**config.mk**
```make
export PLATFORM = sky130hd
export DESIGN_NAME = edf_tal_annotation_parser_unit
export DESIGN_NICKNAME = d
export VERILOG_FILES = /design/src/rtl/core/etp_pkg.sv /design/src/rtl/core/etp_step.sv /design/src/rtl/core/edf_tal_annotation_parser_unit.sv
export SDC_FILE = /design/constraint.sdc
export NUM_CORES = 1
export LEC_CHECK = 0
export BUFFER_PORTS_ARGS = -buffer_cell sky130_fd_sc_hd__buf_2
export CAP_MARGIN = 20
export CORE_MARGIN = 1
export CORE_UTILIZATION = 35
export DETAILED_ROUTE_END_ITERATION = 8
export SYNTH_ARGS = -nofsm -noshare
export SYNTH_HDL_FRONTEND = slang
export SYNTH_HIERARCHICAL = 1
export SYNTH_SLANG_ARGS = --single-unit
```
**constraint.sdc**
```tcl
create_clock -name clk -period 1.6 [get_ports clk]
set_input_delay 0.24 -clock clk [delete_from_list [all_inputs] [get_ports clk]]
set_output_delay 0.24 -clock clk [all_outputs]
set_load 0.03 [all_outputs]
```
**src/rtl/core/etp_pkg.sv**
```systemverilog
// etp_pkg: types and constants shared by the annotation region tagger
// no dependencies; imported by etp_step, edf_tal_annotation_parser_unit and the testbench

package etp_pkg;

  localparam logic [7:0] BYTE_SEP   = 8'd20;
  localparam logic [7:0] BYTE_DUR   = 8'd21;
  localparam logic [7:0] CHAR_PLUS  = 8'h2B;
  localparam logic [7:0] CHAR_MINUS = 8'h2D;
  localparam logic [7:0] CHAR_DOT   = 8'h2E;
  localparam logic [7:0] CHAR_ZERO  = 8'h30;
  localparam logic [7:0] CHAR_NINE  = 8'h39;

  typedef enum logic [2:0] {
    MODE_IDLE  = 3'd0,
    MODE_ONSET = 3'd1,
    MODE_DUR   = 3'd2,
    MODE_TEXT  = 3'd3
  } etp_mode_t;

  typedef enum logic [2:0] {
    KIND_PAD   = 3'd0,
    KIND_ONSET = 3'd1,
    KIND_DUR   = 3'd2,
    KIND_TEXT  = 3'd3,
    KIND_DELIM = 3'd4
  } etp_kind_t;

  typedef struct packed {
    etp_mode_t mode;
    logic      dot_seen;
    logic      nonempty;
    logic      last_dot;
    logic      bad;
    logic      pending;
    logic      text_seen;
  } etp_state_t;

  localparam etp_state_t ST_RESET = '{
    mode: MODE_IDLE, dot_seen: 1'b0, nonempty: 1'b0, last_dot: 1'b0,
    bad: 1'b0, pending: 1'b0, text_seen: 1'b0
  };

  typedef struct packed {
    logic [7:0] byte_echo;
    etp_kind_t  kind;
    logic       field_end;
    logic       field_ok;
    logic       tal_end;
    logic       tal_has_text;
    logic       region_end;
  } etp_res_t;

endpackage

```
**src/rtl/core/etp_step.sv**
```systemverilog
// etp_step: per-byte tag decision and parser state update, purely combinational
// depends on etp_pkg

module etp_step (
  input  etp_pkg::etp_state_t state_i,
  input  logic [7:0]          tal_byte,
  input  logic                region_last,
  output etp_pkg::etp_state_t state_nxt,
  output etp_pkg::etp_res_t   res
);
  import etp_pkg::*;

  etp_state_t st;
  logic       is_digit;
  logic       is_sign;

  assign is_digit = (tal_byte >= CHAR_ZERO) && (tal_byte <= CHAR_NINE);
  assign is_sign  = (tal_byte == CHAR_PLUS) || (tal_byte == CHAR_MINUS);

  // number character update shared by onset and duration
  function automatic etp_state_t num_char(etp_state_t s, logic [7:0] b, logic dig);
    etp_state_t o;
    o = s;
    o.nonempty = 1'b1;
    if (b == CHAR_DOT && !s.dot_seen) begin
      o.dot_seen = 1'b1;
      o.last_dot = 1'b1;
    end else if (dig) begin
      o.last_dot = 1'b0;
    end else begin
      o.bad = 1'b1;
    end
    return o;
  endfunction

  function automatic etp_state_t clr_field(etp_state_t s);
    etp_state_t o;
    o = s;
    o.dot_seen = 1'b0;
    o.nonempty = 1'b0;
    o.last_dot = 1'b0;
    o.bad      = 1'b0;
    return o;
  endfunction

  always_comb begin
    st               = state_i;
    res.byte_echo    = tal_byte;
    res.kind         = KIND_PAD;
    res.field_end    = 1'b0;
    res.field_ok     = 1'b0;
    res.tal_end      = 1'b0;
    res.tal_has_text = 1'b0;
    res.region_end   = region_last;
    unique case (state_i.mode)
      MODE_DUR: begin
        if (tal_byte == BYTE_SEP) begin
          res.kind      = KIND_DELIM;
          res.field_end = 1'b1;
          res.field_ok  = !state_i.bad;
          st            = clr_field(state_i);
          st.mode       = MODE_TEXT;
          st.pending    = 1'b1;
        end else begin
          res.kind = KIND_DUR;
          st       = num_char(state_i, tal_byte, is_digit);
        end
      end
      MODE_TEXT: begin
        if (state_i.pending && tal_byte == 8'd0) begin
          res.kind         = KIND_DELIM;
          res.tal_end      = 1'b1;
          res.tal_has_text = state_i.text_seen;
          st               = ST_RESET;
        end else if (tal_byte == BYTE_SEP) begin
          res.kind      = KIND_DELIM;
          res.field_end = 1'b1;
          res.field_ok  = 1'b1;
          st            = clr_field(state_i);
          st.text_seen  = state_i.text_seen | state_i.nonempty;
          st.pending    = 1'b1;
        end else begin
          res.kind    = KIND_TEXT;
          st.nonempty = 1'b1;
          st.pending  = 1'b0;
        end
      end
      default: begin
        // idle and onset share the delimiter handling
        if (tal_byte == BYTE_SEP || tal_byte == BYTE_DUR) begin
          res.kind      = KIND_DELIM;
          res.field_end = 1'b1;
          res.field_ok  = (state_i.mode == MODE_ONSET) && state_i.nonempty &&
                          !state_i.bad && !state_i.last_dot;
          st            = clr_field(state_i);
          st.mode       = (tal_byte == BYTE_DUR) ? MODE_DUR : MODE_TEXT;
          st.pending    = (tal_byte == BYTE_SEP);
        end else if (state_i.mode != MODE_ONSET) begin
          if (tal_byte != 8'd0) begin
            res.kind    = KIND_ONSET;
            st          = clr_field(state_i);
            st.nonempty = 1'b1;
            st.bad      = !is_sign;
            st.mode     = MODE_ONSET;
          end
        end else begin
          res.kind = KIND_ONSET;
          st       = num_char(state_i, tal_byte, is_digit);
        end
      end
    endcase
    state_nxt = region_last ? ST_RESET : st;
  end

endmodule

```
**src/rtl/core/edf_tal_annotation_parser_unit.sv**
```systemverilog
// edf_tal_annotation_parser_unit: byte tagger for an annotation region
// path from input acceptance to result valid: input register, then result register
// throughput one byte per cycle while out_ready holds; the parser state register closes the only loop
// rst_n synchronous active low: clears both stage valids and the parser state
// depends on etp_pkg and etp_step

module edf_tal_annotation_parser_unit (
  input  logic       clk,
  input  logic       rst_n,
  input  logic       in_valid,
  output logic       in_ready,
  input  logic [7:0] in_tal_byte,
  input  logic       in_region_last,
  output logic       out_valid,
  input  logic       out_ready,
  output logic [7:0] out_byte_echo,
  output logic [2:0] out_field_kind,
  output logic       out_field_end,
  output logic       out_field_ok,
  output logic       out_tal_end,
  output logic       out_tal_has_text,
  output logic       out_region_end
);
  import etp_pkg::*;

  logic       in_vld_r;
  logic [7:0] byte_r;
  logic       last_r;
  logic       out_vld_r;
  etp_state_t state_r;
  etp_state_t state_nxt;
  etp_res_t   res_r;
  etp_res_t   res_nxt;
  logic       advance;

  // the held request moves on when the result register is free or being drained
  assign advance  = in_vld_r && (!out_vld_r || out_ready);
  assign in_ready = !in_vld_r || advance;

  etp_step u_step (
    .state_i     (state_r),
    .tal_byte    (byte_r),
    .region_last (last_r),
    .state_nxt   (state_nxt),
    .res         (res_nxt)
  );

  always_ff @(posedge clk) begin
    if (!rst_n) begin
      in_vld_r  <= 1'b0;
      out_vld_r <= 1'b0;
      state_r   <= ST_RESET;
    end else begin
      if (in_ready) begin
        in_vld_r <= in_valid;
      end
      if (advance) begin
        out_vld_r <= 1'b1;
        state_r   <= state_nxt;
      end else if (out_ready) begin
        out_vld_r <= 1'b0;
      end
    end
  end

  always_ff @(posedge clk) begin
    if (in_ready && in_valid) begin
      byte_r <= in_tal_byte;
      last_r <= in_region_last;
    end
    if (advance) begin
      res_r <= res_nxt;
    end
  end

  assign out_valid        = out_vld_r;
  assign out_byte_echo    = res_r.byte_echo;
  assign out_field_kind   = res_r.kind;
  assign out_field_end    = res_r.field_end;
  assign out_field_ok     = res_r.field_ok;
  assign out_tal_end      = res_r.tal_end;
  assign out_tal_has_text = res_r.tal_has_text;
  assign out_region_end   = res_r.region_end;

  a_ok_needs_end: assert property (@(posedge clk) disable iff (!rst_n)
    out_vld_r && res_r.field_ok |-> res_r.field_end)
    else $error("field_ok without field_end");

  a_end_is_delim: assert property (@(posedge clk) disable iff (!rst_n)
    out_vld_r && (res_r.tal_end || res_r.field_end) |-> res_r.kind == KIND_DELIM)
    else $error("field or tal end on a non-delimiter byte");

  a_end_exclusive: assert property (@(posedge clk) disable iff (!rst_n)
    out_vld_r |-> !(res_r.tal_end && res_r.field_end))
    else $error("tal end and field end together");

  a_region_clears: assert property (@(posedge clk) disable iff (!rst_n)
    advance && last_r |=> state_r == ST_RESET)
    else $error("parser state not cleared after region end");

  a_stall_holds: assert property (@(posedge clk) disable iff (!rst_n)
    out_vld_r && !out_ready |=> out_vld_r && $stable(res_r))
    else $error("result changed while stalled");

endmodule

```
==> summary by stage <==
Logic synthesis
The cell count after synthesis is 175. The number of flops mapped to enable cells by yosys is 25. The share of synthesized area in the top cell type comes to 40.5%. For this run, the register share of the synthesized area comes to 52.3%.

After synthesis the netlist holds a flip-flop and latch count of 36. The combined area of all synthesized cells is 1860 um^2. The synthesized netlist net count is 188. The netlist uses 45 different library cells. The synthesized area divided by synthesized cell count is 10.6 um^2. The most used flip-flop cell after synthesis is sky130_fd_sc_hd__edfxtp_1. Counting flops with an async set or reset pin after synthesis yields a share of 0%. The most common cell in the synthesized netlist is sky130_fd_sc_hd__nand2_1. The library cell occupying the most area in the post-synthesis netlist is sky130_fd_sc_hd__edfxtp_1. The Yosys step of the flow raised 6 warnings. Yosys attributes the largest share of cell area to sky130_fd_sc_hd__edfxtp_1 40%, sky130_fd_sc_hd__dfxtp_1 12%, sky130_fd_sc_hd__nand2_1 5.7%.

The commonest cells after synthesis are 28 x sky130_fd_sc_hd__nand2_1, 25 x sky130_fd_sc_hd__edfxtp_1, 12 x sky130_fd_sc_hd__a21oi_1, 12 x sky130_fd_sc_hd__buf_4, 11 x sky130_fd_sc_hd__dfxtp_1.

Pwr
The areal power density over the cells is 797 nW/um^2. The static leakage is 0.919 nW. IR analysis of the VDD net gives a maximum drop of 0.481 mV. The completed layout was analyzed and its total power is 0.00196 W.

Worst setup path
STA classifies the critical path endpoint as a flop. In this run the register-to-register setup slack is -0.12 ns. Along the worst path, the maximum fanout reaches 5.

The critical path is of the reg -> reg type. The data arrival time of the critical path is 1.91 ns. STA classifies the critical path startpoint as a flop. The worst register-to-register path ends at state_r[3]. The worst register-to-register path begins at byte_r[1]. STA puts the critical path data required time at 1.79 ns. The path depth of the worst reg2reg path is 9.

Timing
The final count of hold timing violations is 0. The relative slew slack is 73.9%. For this run, the top clock speed supported by timing is 580 MHz. The largest clock skew in the final design is 0.00884 ns.

The minimum period implied by the final worst setup slack is 1.72 ns. Setup repair after global routing could not meet its margin everywhere. In the finished design, the share of the clock period the worst path needs comes to 108%. The max-slew violation count is 0.

At the pin with the least slew margin, the transition time is 0.391 ns. The count of endpoints failing setup in the final report is 10. The worst setup slack after layout is -0.123 ns.

Floorplanning
The core footprint is 5110 um^2. The floorplan step set the die width to 74.8 um. The die height is 74.8 um. Once the floorplan was initialized, standard cells occupied 36.3% of the core. The site row count is 26. The die covers 5600 um^2. The number of primary I/O pins is 31.

Flow run
The count of max-cap constraint violations is 0.

Detailed routing
The final route contains 1,529 vias. The sum of routed wire length over all layers is 4.17 mm. The first routing iteration left 101 violations. The routed wire length per instance is 13.7 um. The detailed-router iteration count before antenna repair is 4. The number of remaining DRC errors is 0. Dividing the detail-routed via count by the number of cells gives 5.03. Once detail routing completed, the nets flagged for antenna violations numbered 0.

Clock tree
The number of buffers inserted for hold repair after clock tree synthesis is 0. The H-tree generated during clock tree synthesis spans 2 levels. The CTS root buffer is sky130_fd_sc_hd__clkbuf_8. The number of buffers on the longest clock path is 2.

Clock-pin slew was measured on the worst setup and hold paths at 0.07 ns. TritonCTS built the clock tree. The tree built by TritonCTS fans out to 36 sinks. The number of buffers added by the clock tree synthesis step is 5. The clock latency of the later-clocked register in the worst-skew pair is 0.30 ns.

Hold path
The source of the worst hold timing path is in_region_last. The hold-critical path endpoint is last_r. In this run the worst hold path is classified as in -> reg.

Along the worst hold path, the cell count comes to 1.

Place
Buffers placed on the I/O ports in this run total 30. The worst slack at placement is -0.173 ns. The final weighted congestion in routability-driven placement is 0.910.

The instance area at placement is 2240 um^2. The post-DP HPWL is 2.95 mm.

Finish
The multi-input combinational cells in the finished layout cover a total of 818 um^2. The area growth from synthesis to layout is 32.6%. The finished cells cover 2460 um^2. The number of fill cells is 483.

The repair_antennas step left the layout with diodes totalling 0. The storage element area is 971 um^2. The final layout net count is 247.

Cells with a size suffix above 1 make up 44.4% of the layout.

GRT
The all-layer global routing usage is 16.5%. The total congestion overflow after global routing is 0. The first global-routing pass estimated 6.63 mm of wire.

The initial antenna violation count is 0. The number of global-route vias before repair came to 1,358. Entering global routing, the biggest net connects 26 pins.

Status
The checks that failed: negative setup slack. The flow ran to the end, but the final reports show violations.
-- state kept, by name, summed over array words and instances (netlist names), 3 cells and up --
| register | cells |
|---|---|
| byte_r | 8 |
| out_byte_echo | 8 |
| out_field_kind | 3 |
| state_r | 9 |
-- worst max-delay path by stage --
stage / end / slack, ns / startpoint / cells past startpoint
final: state_r[3] / -0.12 / byte_r[1] / 9
after global routing: state_r[3] / -0.28 / byte_r[0] / 9
after CTS: state_r[6] / -0.06 / byte_r[3] / 8
after detailed placement: state_r[5] / -0.17 / byte_r[2] / 6
after global placement: state_r[5] / -0.16 / byte_r[2] / 6
after floorplan: state_r[5] / -0.01 / byte_r[3] / 7
-- logic make-up after synthesis --
group                     after synthesis  synth area share, %
buffers and inverters                  23                 8.43
DFF                                    36                 52.3
and+or+nand+nor                        68                 19.8
muxes                                   9                 4.86
AOI/OAI and AO/OA                      38                 14.2
xor gates and xnor gates                1                0.472
-- repair_timing --
item                                    CTS  global route
setup buffers                             3             2
pin swaps                                 3             9
endpoints found under the setup margin    9            13
gates resized for setup                  13            16
-- per-layer routing --
metal	global-route usage [%]	vias to the layer above	wire, um
met2	25.4	55	1840
met1	21.6	716	2000
met3	4.55	12	222
met5	0	-	0
met4	7.34	0	107
li1	-	746	-
-- layout make-up --
class / count / share of cell area [%]
sequential: 36 / 39.5
multi-input combinational: 116 / 33.3
timing repair buffer: 71 / 19.6
tap: 70 / 3.56
clock buffer: 6 / 3.36
inverter: 4 / 0.610
clock inverter: 1 / 0.153
-- metrics by stage --
stage,instances,util [%],hold WS (ns),TNS (ns)
final,304,48.2,0.116,-0.506
after global routing,304,48.2,0.110,-2.22
after CTS,302,46.7,0.116,-0.195
after detailed placement,293,43.9,0.418,-0.648
after global placement,293,43.9,0.417,-0.695
after floorplan,175,-,0.339,-0.0107
-- critical path, cell delays in order (launching register included) --
cell and delay [ns]:
sky130_fd_sc_hd__edfxtp_1 0.40, sky130_fd_sc_hd__nor4_2 0.28, sky130_fd_sc_hd__buf_4 0.15, sky130_fd_sc_hd__buf_6 0.11, sky130_fd_sc_hd__buf_6 0.09, sky130_fd_sc_hd__o211ai_1 0.12, sky130_fd_sc_hd__a22oi_1 0.23, sky130_fd_sc_hd__o22ai_1 0.11
sky130_fd_sc_hd__nand2_1 0.07, sky130_fd_sc_hd__mux2i_1 0.07
-- power by group --
| group | internal [W] | switching (W) |
|---|---|---|
| combinational | 0.000104 | 0.000144 |
| sequential | 0.00104 | 0.0000229 |
| clock | 0.000335 | 0.000317 |
-- cell usage in the layout (no fill, tap or decap), types with 3 or more instances in the layout --
cell type                  synthesis  layout
sky130_fd_sc_hd__edfxtp_1         25      25
sky130_fd_sc_hd__buf_2             2      30
sky130_fd_sc_hd__inv_1             4       3
sky130_fd_sc_hd__nand2_1          28      26
sky130_fd_sc_hd__buf_6             3       3
sky130_fd_sc_hd__buf_4            12      37
sky130_fd_sc_hd__o21ai_0           8       5
sky130_fd_sc_hd__and2_1            3       3
sky130_fd_sc_hd__nor2_1           10       8
sky130_fd_sc_hd__mux2i_1           9       9
sky130_fd_sc_hd__nor2b_1           3       3
sky130_fd_sc_hd__dfxtp_1          11      11
sky130_fd_sc_hd__a21oi_1          12      10
sky130_fd_sc_hd__clkbuf_8          0       6
sky130_fd_sc_hd__nand2b_1          5       5
No activity file was read; power rests on OpenSTA's default activity.
